<file path="src/rtl/core/mmt_pkg.sv">
// Shared types, constants and helper functions of the matrix product engine.
// Depends on nothing; every other file of the block imports it.
`default_nettype none

package mmt_pkg;

  // Store geometry.
  localparam int MAX_DIM = 16;
  localparam int IDX_W   = $clog2(MAX_DIM);
  localparam int ADDR_W  = $clog2(MAX_DIM * MAX_DIM);

  // Field widths.
  localparam int DIM_W  = 5;
  localparam int POS_W  = 4;
  localparam int VAL_W  = 32;
  localparam int FRAC_W = 16;
  localparam int STAT_W = 3;
  localparam int FORM_W = 2;
  localparam int MODE_W = 2;

  // Counter wide enough for a store index and for a dimension register.
  localparam int CNT_W = (IDX_W > DIM_W) ? IDX_W : DIM_W;

  // Exact sum of MAX_DIM products of two Q16.16 values.
  localparam int PROD_W = 2 * VAL_W;
  localparam int ACC_W  = PROD_W + $clog2(MAX_DIM) + 1;

  // Command queue between the front and the back.
  localparam int QDEPTH = 4;
  localparam int QPTR_W = $clog2(QDEPTH);
  localparam int QCNT_W = $clog2(QDEPTH + 1);

  // Configuration port.
  localparam int PADDR_W = 5;
  localparam int PDATA_W = 32;

  typedef enum logic [MODE_W-1:0] {
    MODE_WR_A = 2'd0,
    MODE_WR_B = 2'd1,
    MODE_REQ  = 2'd2
  } mode_t;

  typedef enum logic [FORM_W-1:0] {
    FORM_AB  = 2'd0,
    FORM_ATB = 2'd1,
    FORM_ABT = 2'd2
  } form_t;

  typedef enum logic [STAT_W-1:0] {
    ST_OK    = 3'd0,
    ST_INNER = 3'd1,
    ST_ROWS  = 3'd2,
    ST_COLS  = 3'd3,
    ST_RANGE = 3'd4
  } status_t;

  typedef enum logic [2:0] {
    REG_A_ROWS   = 3'd0,
    REG_A_COLS   = 3'd1,
    REG_B_ROWS   = 3'd2,
    REG_B_COLS   = 3'd3,
    REG_RES_ROWS = 3'd4,
    REG_RES_COLS = 3'd5,
    REG_FORM     = 3'd6
  } reg_idx_t;

  typedef struct packed {
    logic [DIM_W-1:0]  a_rows;
    logic [DIM_W-1:0]  a_cols;
    logic [DIM_W-1:0]  b_rows;
    logic [DIM_W-1:0]  b_cols;
    logic [DIM_W-1:0]  res_rows;
    logic [DIM_W-1:0]  res_cols;
    logic [FORM_W-1:0] form;
  } cfg_t;

  // One classified item: a store write or a checked product request.
  typedef struct packed {
    mode_t                   kind;
    logic [POS_W-1:0]        row;
    logic [POS_W-1:0]        col;
    logic signed [VAL_W-1:0] value;
    status_t                 status;
    form_t                   form;
    logic [DIM_W-1:0]        inner;
  } cmd_t;

  // Store address of element (r, c), row major.
  function automatic logic [ADDR_W-1:0] mem_addr(input logic [CNT_W-1:0] r,
                                                 input logic [CNT_W-1:0] c);
    return ADDR_W'(int'(r) * MAX_DIM + int'(c));
  endfunction

  // Drop the sixteen fraction bits (rounding toward minus infinity) and
  // saturate to the Q16.16 range.
  function automatic logic signed [VAL_W-1:0] saturate(
      input logic signed [ACC_W-1:0] acc);
    logic [ACC_W-VAL_W-FRAC_W:0] top;
    top = acc[ACC_W-1:VAL_W+FRAC_W-1];
    if (top == '0 || top == '1) begin
      return acc[VAL_W+FRAC_W-1:FRAC_W];
    end else if (acc[ACC_W-1]) begin
      return {1'b1, {(VAL_W-1){1'b0}}};
    end else begin
      return {1'b0, {(VAL_W-1){1'b1}}};
    end
  endfunction

endpackage

`default_nettype wire

</file>
<file path="src/rtl/core/mmt_if.sv">
// Valid/ready channel interfaces of the matrix product engine: input items
// and result items. Depends on mmt_pkg.
`default_nettype none

interface mmt_in_if;
  import mmt_pkg::*;

  logic                    valid;
  logic                    ready;
  logic [MODE_W-1:0]       mode;
  logic [POS_W-1:0]        row;
  logic [POS_W-1:0]        col;
  logic signed [VAL_W-1:0] value;

  modport source (output valid, output mode, output row, output col, output value,
                  input ready);
  modport sink (input valid, input mode, input row, input col, input value,
                output ready);
endinterface


`default_nettype wire

</file>
<file path="src/rtl/core/mmt_front.sv">
// Front of the matrix product engine: takes input items, runs the dimension
// checks and turns kept items into queue commands. Depends on mmt_pkg, mmt_if.
`default_nettype none

module mmt_front (
  input  mmt_pkg::cfg_t cfg_i,
  mmt_in_if.sink        in_ch,
  input  logic          q_full_i,
  output logic          push_o,
  output mmt_pkg::cmd_t cmd_o
);
  import mmt_pkg::*;

  form_t            form;
  logic             mis_inner;
  logic             mis_rows;
  logic             mis_cols;
  logic             too_wide;
  logic             out_idx;
  logic             wr_ok;
  logic             keep;
  logic [DIM_W-1:0] inner;
  status_t          st;

  always_comb begin
    unique case (form_t'(cfg_i.form))
      FORM_ATB: form = FORM_ATB;
      FORM_ABT: form = FORM_ABT;
      default:  form = FORM_AB;
    endcase

    unique case (form)
      FORM_ATB: begin
        mis_inner = cfg_i.a_rows != cfg_i.b_rows;
        mis_rows  = cfg_i.a_cols != cfg_i.res_rows;
        mis_cols  = cfg_i.b_cols != cfg_i.res_cols;
        inner     = cfg_i.a_rows;
      end
      FORM_ABT: begin
        mis_inner = cfg_i.a_cols != cfg_i.b_cols;
        mis_rows  = cfg_i.a_rows != cfg_i.res_rows;
        mis_cols  = cfg_i.b_rows != cfg_i.res_cols;
        inner     = cfg_i.a_cols;
      end
      default: begin
        mis_inner = cfg_i.a_cols != cfg_i.b_rows;
        mis_rows  = cfg_i.a_rows != cfg_i.res_rows;
        mis_cols  = cfg_i.b_cols != cfg_i.res_cols;
        inner     = cfg_i.a_cols;
      end
    endcase

    too_wide = int'(cfg_i.a_rows) > MAX_DIM || int'(cfg_i.a_cols) > MAX_DIM ||
               int'(cfg_i.b_rows) > MAX_DIM || int'(cfg_i.b_cols) > MAX_DIM ||
               int'(cfg_i.res_rows) > MAX_DIM || int'(cfg_i.res_cols) > MAX_DIM;
    out_idx  = DIM_W'(in_ch.row) >= cfg_i.res_rows ||
               DIM_W'(in_ch.col) >= cfg_i.res_cols;

    priority if (mis_inner) begin
      st = ST_INNER;
    end else if (mis_rows) begin
      st = ST_ROWS;
    end else if (mis_cols) begin
      st = ST_COLS;
    end else if (too_wide || out_idx) begin
      st = ST_RANGE;
    end else begin
      st = ST_OK;
    end

    wr_ok = int'(in_ch.row) < MAX_DIM && int'(in_ch.col) < MAX_DIM;

    unique case (mode_t'(in_ch.mode))
      MODE_WR_A: keep = wr_ok;
      MODE_WR_B: keep = wr_ok;
      MODE_REQ:  keep = 1'b1;
      default:   keep = 1'b0;
    endcase
  end

  assign cmd_o.kind   = mode_t'(in_ch.mode);
  assign cmd_o.row    = in_ch.row;
  assign cmd_o.col    = in_ch.col;
  assign cmd_o.value  = in_ch.value;
  assign cmd_o.status = st;
  assign cmd_o.form   = form;
  assign cmd_o.inner  = inner;

  // Unused modes and out-of-store writes are accepted and dropped here.
  assign in_ch.ready = !q_full_i;
  assign push_o      = in_ch.valid && !q_full_i && keep;

endmodule

`default_nettype wire

</file>
<file path="src/flat_wrapper.sv">
// flat-port wrapper written by rule: the top's interface ports become plain ports
module mmt_front_flat import mmt_pkg::*;
  (cfg_i, q_full_i, push_o, cmd_o, in_ch_valid, in_ch_mode, in_ch_row, in_ch_col, in_ch_value, in_ch_ready);
  mmt_in_if in_ch_i ();
  input  mmt_pkg::cfg_t cfg_i;
  input  logic q_full_i;
  output logic push_o;
  output mmt_pkg::cmd_t cmd_o;
  input wire logic [$bits(in_ch_i.valid)-1:0] in_ch_valid;
  input wire logic [$bits(in_ch_i.mode)-1:0] in_ch_mode;
  input wire logic [$bits(in_ch_i.row)-1:0] in_ch_row;
  input wire logic [$bits(in_ch_i.col)-1:0] in_ch_col;
  input wire logic [$bits(in_ch_i.value)-1:0] in_ch_value;
  output wire logic [$bits(in_ch_i.ready)-1:0] in_ch_ready;
  assign in_ch_i.valid = in_ch_valid;
  assign in_ch_i.mode = in_ch_mode;
  assign in_ch_i.row = in_ch_row;
  assign in_ch_i.col = in_ch_col;
  assign in_ch_i.value = in_ch_value;
  assign in_ch_ready = in_ch_i.ready;
  mmt_front u_core (.cfg_i(cfg_i), .in_ch(in_ch_i), .q_full_i(q_full_i), .push_o(push_o), .cmd_o(cmd_o));
endmodule
</file>
<file path="config.mk">
export PLATFORM = sky130hd
export DESIGN_NAME = mmt_front_flat
export DESIGN_NICKNAME = d
export VERILOG_FILES = /design/src/rtl/core/mmt_pkg.sv /design/src/rtl/core/mmt_if.sv /design/src/rtl/core/mmt_front.sv /design/src/flat_wrapper.sv
export SDC_FILE = /design/constraint.sdc
export NUM_CORES = 1
export LEC_CHECK = 0
export ABC_AREA = 1
export CORE_MARGIN = 5
export CORE_UTILIZATION = 60
export DETAILED_ROUTE_END_ITERATION = 12
export DONT_BUFFER_PORTS = 1
export GPL_TIMING_DRIVEN = 0
export PLACE_DENSITY = 0.74
export RECOVER_POWER = 25
export SETUP_SLACK_MARGIN = 0.02
export SYNTH_ARGS = -nofsm -noshare
export SYNTH_HDL_FRONTEND = slang
export SYNTH_SLANG_ARGS = --single-unit
export TNS_END_PERCENT = 20
</file>
<file path="constraint.sdc">
create_clock -name vclk -period 1.4
set_input_delay 0.07 -clock vclk [all_inputs]
set_output_delay 0.07 -clock vclk [all_outputs]
set_load 0.02 [all_outputs]
</file>
Word level (Yosys, flattened, before mapping)
Cells that the tools add are included.
- output and inout bits: 54
- register bits after elaboration: 0
- latch bits: 0
- memory bits (writable): 0
- memories: 0
- bits in read-only memories: 0
- input port bits: 76
- word-level logic and storage cells: 43
- bitwise gates (word level): 0
- equal/unequal tests: 13
- muxes and demuxes: 10
- order comparisons: 8
- reduce and logical (&&, ||, !) cells: 12
- div/mod/pow operators: 0
- shift-type cells: 0
- multiply operators: 0
- $add $sub $neg: 0
- operator list (cell ; number):
    $ne A5 B5 Y1 ; 7
    $gt A5 B5 Y1 const B ; 6
    $mux W3 ; 4
    $ge A4 B5 Y1 ; 2
    $logic_or A1 B1 Y1 ; 7
    $eq A2 B1 Y1 const B ; 3
    $eq A2 B2 Y1 const B ; 3
    $mux W5 ; 1
    $pmux W2 S2 ; 1
    $mux W1 ; 3
    $reduce_or A3 Y1 ; 1
    $logic_and A1 B1 Y1 ; 2
    $logic_not A2 Y1 ; 1
    $pmux W1 S2 ; 1
    $logic_not A1 Y1 ; 1

Longest topological paths before layout
- depth in word-level cells: 11
- mapped depth: 13
- gate-level depth less buffers: 12

Least setup slack after synthesis
OpenSTA, ideal clock, no wires.
- path type: input port to output port
- from: input cfg_i[0] (netlist name)
- to: output cmd_o[9] (netlist name)
- required time: 1330 ps
- path buffers: 1
- data arrival time: 1250 ps
- slack: 80 ps
- cell stages on the path: 11
- cell sequence: buf_6 inv_4 nor2_4 nand2_1 nand2_1 nand2_1 nand2_1 nand2_1 nor2_1 nand3_1 nor2_1
- RTL lines (element ; RTL line ; source):
    start, declared ; flat_wrapper.sv:5 ; input mmt_pkg::cfg_t cfg_i;
    end, declared ; flat_wrapper.sv:8 ; output mmt_pkg::cmd_t cmd_o;

==> flow_summary.ini <==
[run_status]
run_status = complete, no violations

[critical_path]
crit_buf_inv = 2
path_class = in -> out
crit_path_cell_trace = buf_8, inv_4, nor2_4, nand2_2, nand2_1, nand2_1, nand2_1, nand2_1, nor2_4, o21ai_0, nand2_1
cp.arrival_ps = 1240
critical_path.top_delay_family = simple AND/OR/NAND/NOR gates
cpMostUsedCell = nand2_1
crit_slowest_cell = nor2_4
crit_path_start_kind = primary input
cpPeakStageDelay_ps = 240
worstSetupStartpoint = cfg_i[0]
worstPathRequired_ps = 1330
crit_path_end_kind = output pin
path_max_fanout = 9

[synth]
synth-simple-area-share_pct = 51.0
synthDistinctLibCells = 22
synth_area_per_cell_um2 = 5.16
synth_area_leader_cell = nand2_1
synth_warnings = 0
syn-num-nets = 358
synth_xor_area_share_pct = 1.24
synth_compound_area_share_pct = 4.95
synth_mux_area_share_pct = 0
synth_cells = 274
synth_fa_ha_area_share_pct = 7.07
netlist_area_um2 = 1420
synth_top_area_share_pct = 24.7
synth.area.top_cells = nand2_1 (25%), buf_4 (23%), nand3_1 (14%)
synth_top_family_by_area = simple AND/OR/NAND/NOR gates
yosysSeqAreaShare_pct = 0

[placement]
place_congestion = 0.862
dp_hpwl_um = 3390
port_buffers = 0
post-place-ws_ps = -114

[power]
cellPowerDensity_nw_per_um2 = 333
finalPower_w = 0.000483
peakVddDrop_mv = 0.256
leakagePower_nw = 0.868

[sta]
worstMarginPinSlew_ps = 663
finalHoldViolCount = 0
finalSetupViolations = 0
hold_ws_ps = 193
slew_viol_final = 0
maxSlewHeadroom_pct = 55.4
finalSetupTns_ps = 0
worst_slack_ps = 93.5
post-route-period-util_pct = 93.3
min_period_ps = 1310
fmax_mhz = 765
rsz0062_at_grt = true

[min_path]
hold_class = in -> out
min_from = cfg_i[1]

[layout]
num-fill-cells = 266
nets = 361
nClkBuffers = 0
seq_cells = 0
multi_input_area_um2 = 945
area_growth_pct = 2.56
antenna_cells = 0
regArea_um2 = 0
drive_gt1_share_pct = 18.2

[floorplan]
rows = 17
core_um2 = 2230
initial_core_util_pct = 63.4
pin_count = 130
die_y_um = 58.6
fp.dieW_um = 58.6
die_area_um2 = 3430

[route]
drt_first_pass_iters = 4
drt-vias-per-instance = 5.07
finalWirelength_um = 3770
ant_nets = 0
drt_iter0_drc = 61
wl_per_cell_um = 12.4
drc_errors = 0
vias = 1535

[global_route]
grt_pass1_wl_um = 5480
grt_overflow = 0
grt_use_total_pct = 19.2
grt_max_degree = 11
grt_pass1_vias = 1296
antenna_found_initial = 0

[cts]
cts_setup_buffers = 0
cts_hold_buf = 0

[run]
maxCapViolations = 0
==> stage by stage <==
step                      utilization, %  area [um2]  cells
after global placement              64.9        1450    302
after CTS                           65.7        1470    302
after detailed placement            64.9        1450    302
final                               65.0        1450    303
after floorplan                        -        1420    274
after global routing                65.0        1450    303
==> placed cells by master (no fill, tap or decap), drive strengths merged, types with 2 or more instances in the layout <==
cell and instances:
nor2 28, inv 37, buf 35, a21oi 4
clkbuf 13, nand2 96, nand3 39, o21ai 7
ha 8, nand3b 2
==> final cells by class <==
class	instances	share of cell area (%)
Multi-Input combinational cell	190	65.1
Buffer	47	22.2
Inverter	37	9.74
Tap cell	28	2.41
Timing Repair Buffer	1	0.517
==> power breakdown <==
| group | internal, W | total [W] | switching [W] |
|---|---|---|---|
| Sequential | 0 | 0 | 0 |
| Clock | 0 | 0 | 0 |
| Combinational | 0.000184 | 0.000483 | 0.000300 |
==> timing repair <==
action / 4_1_cts / 5_1_grt
pin swaps: 2 / 6
setup endpoints to repair: 2 / 3
gates cloned: 0 / 1
resized for setup: 5 / 7
==> logic make-up (layout without fill, tap and decap cells) <==
kind of cell / count (synthesis) / count (layout)
buffers and inverters: 84 / 85
adder cells (fa/ha/maj): 8 / 8
AO/OA/AOI/OAI: 13 / 13
XOR/XNOR: 2 / 2
AND/OR/NAND/NOR: 167 / 167
==> metal layers <==
| layer | up-vias | GRT usage, % | routed length, um |
|---|---|---|---|
| li1 | 810 | - | - |
| met1 | 647 | 22.7 | 1370 |
| met2 | 78 | 37.2 | 1890 |
| met3 | 0 | 3.73 | 511 |
| met4 | 0 | 0 | 0 |
| met5 | - | 0 | 0 |
==> cells in the mapped netlist, drive strengths merged <==
cell type,number
a221oi,1
nand3,39
nand4,1
nand2,96
ha,8
o21ai,7
nor2,28
nor3,1
o22ai,1
inv,37
nand3b,2
xor2,1
xnor2,1
a21oi,4
buf,47
==> final timing paths <==
check                 slack [ps]  depth (start not counted)  endpoint
worst max-delay path          90                         11  cmd_o[7]
worst min-delay path         190                          1  cmd_o[5]
(Power assumes the default switching activity.)
