[config.mk]
export PLATFORM = sky130hd
export DESIGN_NAME = mmt_queue
export DESIGN_NICKNAME = d
export VERILOG_FILES = /design/src/rtl/core/mmt_pkg.sv /design/src/rtl/core/mmt_queue.sv
export SDC_FILE = /design/constraint.sdc
export NUM_CORES = 1
export LEC_CHECK = 0
export BUFFER_PORTS_ARGS = -buffer_cell sky130_fd_sc_hd__buf_2
export CORE_ASPECT_RATIO = 1.75
export CORE_UTILIZATION = 40
export CTS_CLUSTER_SIZE = 30
export DETAILED_ROUTE_END_ITERATION = 16
export PLACE_DENSITY = 0.58
export SLEW_MARGIN = 20
export SYNTH_ARGS = -nofsm -noshare
export SYNTH_HDL_FRONTEND = slang
export SYNTH_SLANG_ARGS = --single-unit
[constraint.sdc]
create_clock -name clk -period 3.4 [get_ports clk]
set_input_delay 0.68 -clock clk [delete_from_list [all_inputs] [get_ports clk]]
set_output_delay 0.68 -clock clk [all_outputs]
set_load 0.03 [all_outputs]
[src/rtl/core/mmt_pkg.sv]
// Shared types, constants and helper functions of the matrix product engine.
// Depends on nothing; every other file of the block imports it.
`default_nettype none

package mmt_pkg;

  // Store geometry.
  localparam int MAX_DIM = 16;
  localparam int IDX_W   = $clog2(MAX_DIM);
  localparam int ADDR_W  = $clog2(MAX_DIM * MAX_DIM);

  // Field widths.
  localparam int DIM_W  = 5;
  localparam int POS_W  = 4;
  localparam int VAL_W  = 32;
  localparam int FRAC_W = 16;
  localparam int STAT_W = 3;
  localparam int FORM_W = 2;
  localparam int MODE_W = 2;

  // Counter wide enough for a store index and for a dimension register.
  localparam int CNT_W = (IDX_W > DIM_W) ? IDX_W : DIM_W;

  // Exact sum of MAX_DIM products of two Q16.16 values.
  localparam int PROD_W = 2 * VAL_W;
  localparam int ACC_W  = PROD_W + $clog2(MAX_DIM) + 1;

  // Command queue between the front and the back.
  localparam int QDEPTH = 4;
  localparam int QPTR_W = $clog2(QDEPTH);
  localparam int QCNT_W = $clog2(QDEPTH + 1);

  // Configuration port.
  localparam int PADDR_W = 5;
  localparam int PDATA_W = 32;

  typedef enum logic [MODE_W-1:0] {
    MODE_WR_A = 2'd0,
    MODE_WR_B = 2'd1,
    MODE_REQ  = 2'd2
  } mode_t;

  typedef enum logic [FORM_W-1:0] {
    FORM_AB  = 2'd0,
    FORM_ATB = 2'd1,
    FORM_ABT = 2'd2
  } form_t;

  typedef enum logic [STAT_W-1:0] {
    ST_OK    = 3'd0,
    ST_INNER = 3'd1,
    ST_ROWS  = 3'd2,
    ST_COLS  = 3'd3,
    ST_RANGE = 3'd4
  } status_t;

  typedef enum logic [2:0] {
    REG_A_ROWS   = 3'd0,
    REG_A_COLS   = 3'd1,
    REG_B_ROWS   = 3'd2,
    REG_B_COLS   = 3'd3,
    REG_RES_ROWS = 3'd4,
    REG_RES_COLS = 3'd5,
    REG_FORM     = 3'd6
  } reg_idx_t;

  typedef struct packed {
    logic [DIM_W-1:0]  a_rows;
    logic [DIM_W-1:0]  a_cols;
    logic [DIM_W-1:0]  b_rows;
    logic [DIM_W-1:0]  b_cols;
    logic [DIM_W-1:0]  res_rows;
    logic [DIM_W-1:0]  res_cols;
    logic [FORM_W-1:0] form;
  } cfg_t;

  // One classified item: a store write or a checked product request.
  typedef struct packed {
    mode_t                   kind;
    logic [POS_W-1:0]        row;
    logic [POS_W-1:0]        col;
    logic signed [VAL_W-1:0] value;
    status_t                 status;
    form_t                   form;
    logic [DIM_W-1:0]        inner;
  } cmd_t;

  // Store address of element (r, c), row major.
  function automatic logic [ADDR_W-1:0] mem_addr(input logic [CNT_W-1:0] r,
                                                 input logic [CNT_W-1:0] c);
    return ADDR_W'(int'(r) * MAX_DIM + int'(c));
  endfunction

  // Drop the sixteen fraction bits (rounding toward minus infinity) and
  // saturate to the Q16.16 range.
  function automatic logic signed [VAL_W-1:0] saturate(
      input logic signed [ACC_W-1:0] acc);
    logic [ACC_W-VAL_W-FRAC_W:0] top;
    top = acc[ACC_W-1:VAL_W+FRAC_W-1];
    if (top == '0 || top == '1) begin
      return acc[VAL_W+FRAC_W-1:FRAC_W];
    end else if (acc[ACC_W-1]) begin
      return {1'b1, {(VAL_W-1){1'b0}}};
    end else begin
      return {1'b0, {(VAL_W-1){1'b1}}};
    end
  endfunction

endpackage

`default_nettype wire

[src/rtl/core/mmt_queue.sv]
// Short command queue that decouples the front from the back of the matrix
// product engine. Depends on mmt_pkg.
`default_nettype none

module mmt_queue (
  input  logic          clk,
  input  logic          rst_n,
  input  logic          push_i,
  input  mmt_pkg::cmd_t cmd_i,
  input  logic          pop_i,
  output mmt_pkg::cmd_t head_o,
  output logic          full_o,
  output logic          empty_o
);
  import mmt_pkg::*;

  cmd_t              slot_r [QDEPTH];
  logic [QPTR_W-1:0] wr_ptr_r;
  logic [QPTR_W-1:0] wr_ptr_nxt;
  logic [QPTR_W-1:0] rd_ptr_r;
  logic [QPTR_W-1:0] rd_ptr_nxt;
  logic [QCNT_W-1:0] count_r;
  logic [QCNT_W-1:0] count_nxt;

  assign full_o  = count_r == QCNT_W'(QDEPTH);
  assign empty_o = count_r == '0;
  assign head_o  = slot_r[rd_ptr_r];

  always_comb begin
    wr_ptr_nxt = wr_ptr_r;
    rd_ptr_nxt = rd_ptr_r;
    count_nxt  = count_r;
    if (push_i) begin
      wr_ptr_nxt = (int'(wr_ptr_r) == QDEPTH - 1) ? '0 : wr_ptr_r + 1'b1;
    end
    if (pop_i) begin
      rd_ptr_nxt = (int'(rd_ptr_r) == QDEPTH - 1) ? '0 : rd_ptr_r + 1'b1;
    end
    if (push_i && !pop_i) begin
      count_nxt = count_r + 1'b1;
    end else if (pop_i && !push_i) begin
      count_nxt = count_r - 1'b1;
    end
  end

  always_ff @(posedge clk) begin
    if (!rst_n) begin
      wr_ptr_r <= '0;
      rd_ptr_r <= '0;
      count_r  <= '0;
    end else begin
      wr_ptr_r <= wr_ptr_nxt;
      rd_ptr_r <= rd_ptr_nxt;
      count_r  <= count_nxt;
    end
  end

  always_ff @(posedge clk) begin
    if (push_i) begin
      slot_r[wr_ptr_r] <= cmd_i;
    end
  end

  a_no_overflow: assert property (@(posedge clk) disable iff (!rst_n)
    push_i |-> !full_o)
    else $error("command pushed into a full queue");

  a_no_underflow: assert property (@(posedge clk) disable iff (!rst_n)
    pop_i |-> !empty_o)
    else $error("command popped from an empty queue");

endmodule

`default_nettype wire

### Word-level counts from Yosys, hierarchy flattened

Memories as Yosys holds them, arrays and structs flattened. A register that Yosys moved wholly into a read port is not among the register bits.
Index checks and enable logic that the tools add are counted.

* register bits: 7
* bits in writable memories: 208
* input bits: 56
* output and inout bits: 54
* logic and storage cells: 25
* memories: 1

* $add $sub $neg: 4
* equal/unequal tests: 3
* muxes and demuxes: 8
* reductions and logical operators: 6

Memories
* slot_r: depth 4, width 52, rd ports 1, clocked after Yosys merged registers in 1, write ports 1, line mmt_queue.sv:17 `cmd_t slot_r [QDEPTH];`

Operator list (count)
* $mux W2: 4
* $mux W3: 2
* $add A2 B1 Y2 const B: 2
* $eq A2 B1 Y1 const B: 2
* $add A3 B1 Y3 const B: 1
* $eq A3 B3 Y1 const B: 1
* $logic_not A3 Y1: 1
* $sub A3 B1 Y3 const B: 1
* $logic_and A1 B1 Y1: 2
* $logic_not A1 Y1: 2
* $mux W1: 2
* $reduce_bool A2 Y1: 1

### Depth between registers and ports, before layout

* depth after elaboration: 4
* depth in mapped cells: 7
* gate-level depth less buffers: 7

### Least setup slack after synthesis

Ideal clock, no wire load.

* path type: input -> register
* start point: input port push_i
* end point: memory slot_r[0][0] (netlist name), enable pin
* setup time: 415 ps
* arrival: 1919 ps
* required time: 2985 ps
* setup slack: 1066 ps
* stages on the path: 1
* buffers on the path: 0
* cell sequence: and2_1

* longest elaborated chain between the ends: 2

Ends and longest elaborated chain
* from (decl): line mmt_queue.sv:8 `input logic push_i,`
* $mux W1: line mmt_queue.sv:59 `if (push_i) begin`
* $mux W1 (implied by the code): line mmt_queue.sv:60 `slot_r[wr_ptr_r] <= cmd_i;`
* to (decl): line mmt_queue.sv:17

No other way between the ends.

==> impl_metrics.prom <==
# TYPE chip_impl_metric gauge
chip_impl_info{name="synth_area_leader_cell",value="sky130_fd_sc_hd__edfxtp_1"} 1
chip_impl_info{name="run_status",value="finished, final reports clean"} 1
chip_impl_info{name="critical_path.startpoint_type",value="flop"} 1
chip_impl_metric{name="gpl.final_weighted_congestion",unit=""} 0.687
chip_impl_metric{name="wire_per_inst",unit="um"} 20.2
chip_impl_info{name="regToRegEndpoint",value="slot_r[2][38]"} 1
chip_impl_metric{name="tightest_slew",unit="ns"} 0.681
chip_impl_metric{name="finalClockSkew",unit="ns"} 0.00902
chip_impl_info{name="cts_root_buf",value="sky130_fd_sc_hd__clkbuf_16"} 1
chip_impl_metric{name="power.static_leakage",unit="uW"} 0.00323
chip_impl_metric{name="post_drt_via_cell_ratio",unit=""} 5.02
chip_impl_info{name="crit_path_end_kind",value="output pin"} 1
chip_impl_metric{name="dp_hpwl",unit="mm"} 9.18
chip_impl_metric{name="global_route.overflow_total",unit=""} 0
chip_impl_metric{name="clk_latency",unit="ns"} 0.49
chip_impl_metric{name="cts_num_sinks",unit=""} 217
chip_impl_metric{name="cts_inserted_buffers",unit=""} 20
chip_impl_metric{name="route.antenna.remaining_nets",unit=""} 0
chip_impl_metric{name="final_net_count",unit=""} 511
chip_impl_metric{name="finalCritPeriodShare",unit="%"} 86.2
chip_impl_metric{name="cts_hold_buf",unit=""} 0
chip_impl_metric{name="cts.path.max_buffers",unit=""} 3
chip_impl_info{name="synth.most_common_cell",value="sky130_fd_sc_hd__edfxtp_1"} 1
chip_impl_metric{name="die_area",unit="um2"} 20600
chip_impl_metric{name="drt-total-wl",unit="mm"} 14.3
chip_impl_metric{name="drv_slew",unit=""} 0
chip_impl_metric{name="setup.reg_to_reg.worst_slack",unit="ns"} 1.61
chip_impl_metric{name="synth.distinct_cells",unit=""} 23
chip_impl_metric{name="finalSetupTns",unit="ns"} 0
chip_impl_metric{name="initial_antenna_violation_count",unit=""} 4
chip_impl_info{name="tightest_hold_check_type",value="primary input to flop"} 1
chip_impl_metric{name="syn-instance-count",unit=""} 316
chip_impl_metric{name="drive_gt1_share",unit="%"} 44.8
chip_impl_info{name="r2r_start",value="wr_ptr_r[0]"} 1
chip_impl_metric{name="setup_viol_count_final",unit=""} 0
chip_impl_metric{name="portBuffers",unit=""} 109
chip_impl_metric{name="timing.critical_path.required",unit="ns"} 2.72
chip_impl_metric{name="clkSlewWorstSetupHoldPaths",unit="ns"} 0.07
chip_impl_metric{name="period_minus_slack",unit="ns"} 2.93
chip_impl_metric{name="final.fill_count",unit=""} 1618
chip_impl_metric{name="vias",unit=""} 3556
chip_impl_info{name="crit_path_end",value="head_o[16]"} 1
chip_impl_metric{name="peakVddDrop",unit="mV"} 0.410
chip_impl_info{name="unrepaired_setup_endpoints_after_global_routing",value="false"} 1
chip_impl_metric{name="synthesis.nets",unit=""} 379
chip_impl_info{name="post_synth_most_frequent_cells",value="sky130_fd_sc_hd__edfxtp_1 (208), sky130_fd_sc_hd__mux4_2 (50), sky130_fd_sc_hd__dfxtp_1 (9)"} 1
chip_impl_metric{name="area_share_of_the_largest_cell_type_after_synthesis",unit="%"} 77.9
chip_impl_metric{name="grt_usage",unit="%"} 14.6
chip_impl_metric{name="synth_edf_count",unit=""} 208
chip_impl_metric{name="chipHeight",unit="um"} 189
chip_impl_metric{name="post-route-drc-count",unit=""} 0
chip_impl_metric{name="pin_count_of_the_biggest_net_entering_global_routing",unit=""} 30
chip_impl_metric{name="starting_density",unit="%"} 40.8
chip_impl_metric{name="detailedPlace.worstSlack",unit="ns"} 0.927
chip_impl_metric{name="core_area",unit="um2"} 19700
chip_impl_info{name="yosys_most_used_dff",value="sky130_fd_sc_hd__edfxtp_1"} 1
chip_impl_metric{name="power-per-cell-area",unit="nW/um2"} 618
chip_impl_metric{name="syn-mean-instance-area",unit="um2"} 25.4
chip_impl_metric{name="achievable-frequency",unit="MHz"} 341
chip_impl_metric{name="yosysWarningCount",unit=""} 0
chip_impl_metric{name="r2r.worst_path.cells",unit=""} 4
chip_impl_metric{name="seq_area_frac_synth",unit="%"} 80.1
chip_impl_metric{name="report.final.hold_viol_count",unit=""} 0
chip_impl_metric{name="grt_first_pass_wirelength",unit="mm"} 22.1
chip_impl_metric{name="timing.max_cap.violations",unit=""} 0
chip_impl_metric{name="worstPathMaxFanout",unit=""} 22
chip_impl_metric{name="drtPass1Iterations",unit=""} 4
chip_impl_metric{name="total_power",unit="uW"} 5870
chip_impl_metric{name="vias_in_the_first_global_route",unit=""} 4047
chip_impl_metric{name="cp_data_arrival_time",unit="ns"} 2.25
chip_impl_metric{name="postCtsResizedCells",unit=""} 0
chip_impl_info{name="critical_path_class",value="flop to output pin"} 1
chip_impl_metric{name="drt-initial-drc-count",unit=""} 193
chip_impl_metric{name="ys_ff_latch",unit=""} 217
chip_impl_metric{name="cts.repair_timing.setup_buffer_count",unit=""} 0
chip_impl_metric{name="post-route-worst-setup-slack",unit="ns"} 0.470
chip_impl_info{name="biggest_area_contributors_in_the_synthesized_netlist",value="sky130_fd_sc_hd__edfxtp_1 (78%), sky130_fd_sc_hd__mux4_2 (14%), sky130_fd_sc_hd__dfxtp_1 (2.2%)"} 1
chip_impl_metric{name="ys_async_sr_fraction",unit="%"} 0
chip_impl_metric{name="placement_rows",unit=""} 68
chip_impl_metric{name="synth.cell_area",unit="um2"} 8020
chip_impl_metric{name="synthToLayoutAreaGrowth",unit="%"} 18.5
chip_impl_metric{name="max_slew_headroom",unit="%"} 54.6
chip_impl_metric{name="boundaryPins",unit=""} 110
chip_impl_metric{name="htree_num_levels",unit=""} 1
chip_impl_metric{name="die_x",unit="um"} 109
chip_impl_info{name="cts_tree",value="built"} 1
[layout by cell type, fill, tap and decap left out, types with 2 or more instances in the layout]
cell type / netlist / final
sky130_fd_sc_hd__edfxtp_1: 208 / 208
sky130_fd_sc_hd__buf_2: 5 / 109
sky130_fd_sc_hd__mux4_2: 50 / 50
sky130_fd_sc_hd__clkbuf_16: 0 / 21
sky130_fd_sc_hd__buf_4: 0 / 11
sky130_fd_sc_hd__dfxtp_1: 9 / 7
sky130_fd_sc_hd__ha_1: 6 / 6
sky130_fd_sc_hd__clkinv_1: 0 / 6
sky130_fd_sc_hd__nor2b_1: 5 / 5
sky130_fd_sc_hd__inv_1: 4 / 4
sky130_fd_sc_hd__and2_2: 0 / 4
sky130_fd_sc_hd__mux2i_1: 4 / 4
sky130_fd_sc_hd__clkinv_2: 0 / 3
sky130_fd_sc_hd__diode_2: 0 / 2
sky130_fd_sc_hd__nor3_1: 2 / 2
sky130_fd_sc_hd__mux4_1: 2 / 2
sky130_fd_sc_hd__clkinv_4: 0 / 2
sky130_fd_sc_hd__buf_12: 5 / 2
[flip-flops by register name (all words and copies together), names as in the netlist, named ones only]
register / count
count_r: 3
slot_r: 208
wr_ptr_r: 2
rd_ptr_r: 2
[report_power, final]
group / switching, uW / internal (uW)
registers: 44.8 / 3060
clock network: 930 / 1210
logic: 396 / 235
[stage by stage]
stage	hold WS, ns	instances	utilization, %	area (um2)
global route	0.382	709	48.4	9510
finish	0.405	709	48.4	9510
CTS	0.383	707	48.4	9510
global placement	0.485	671	45.1	8870
detailed placement	0.545	671	45.1	8870
floorplan	0.472	316	-	8020
[critical path, stage by stage (launching register included)]
cell and delay [ns]:
sky130_fd_sc_hd__dfxtp_4 0.65, sky130_fd_sc_hd__buf_4 0.36, sky130_fd_sc_hd__mux4_2 0.54, sky130_fd_sc_hd__buf_2 0.19
[how the worst min path moves through the flow]
| stage | from | endpoint | slack [ns] | cells past startpoint |
|---|---|---|---|---|
| after global placement | count_r[2] | count_r[2] | 0.48 | 2 |
| after global routing | cmd_i[16] | slot_r[1][16] | 0.38 | 1 |
| after floorplan | count_r[2] | count_r[2] | 0.47 | 2 |
| after CTS | cmd_i[16] | slot_r[2][16] | 0.38 | 1 |
| final | cmd_i[41] | slot_r[1][41] | 0.41 | 1 |
| after detailed placement | rd_ptr_r[1] | flop | 0.54 | 2 |
[cell type report]
cell class,count,area (um2),area share (%)
Clock buffer,22,529,5.57
Timing Repair Buffer,122,668,7.03
Sequential cell,217,6430,67.6
Antenna cell,2,5.00,0.0526
Tap cell,245,307,3.22
Clock inverter,14,109,1.14
Multi-Input combinational cell,83,1450,15.2
Inverter,4,15.0,0.158
[routing by layer]
layer | vias up | part of all wire [%] | track usage, %
met3 | 30 | 4.6 | 2.65
met4 | 2 | 3.3 | 7.07
met5 | - | 0.056 | 0
met2 | 86 | 55 | 26.0
met1 | 1837 | 37 | 16.5
li1 | 1601 | - | -
[kinds of logic (layout without fill, tap and decap cells)]
kind of cell    after synthesis  in the layout  synth area share, %
flops                       217            217                 80.1
mux                          56             56                 15.2
other cells                   0              2                    0
simple gates                 15             15                 1.12
xor+xnor                      2              2                0.218
buf+inv                      16            162                 1.93
fa+ha+maj                     7              7                 1.19
compound gates                3              3                0.250
Note: power is estimated with default switching activity, not from simulation.
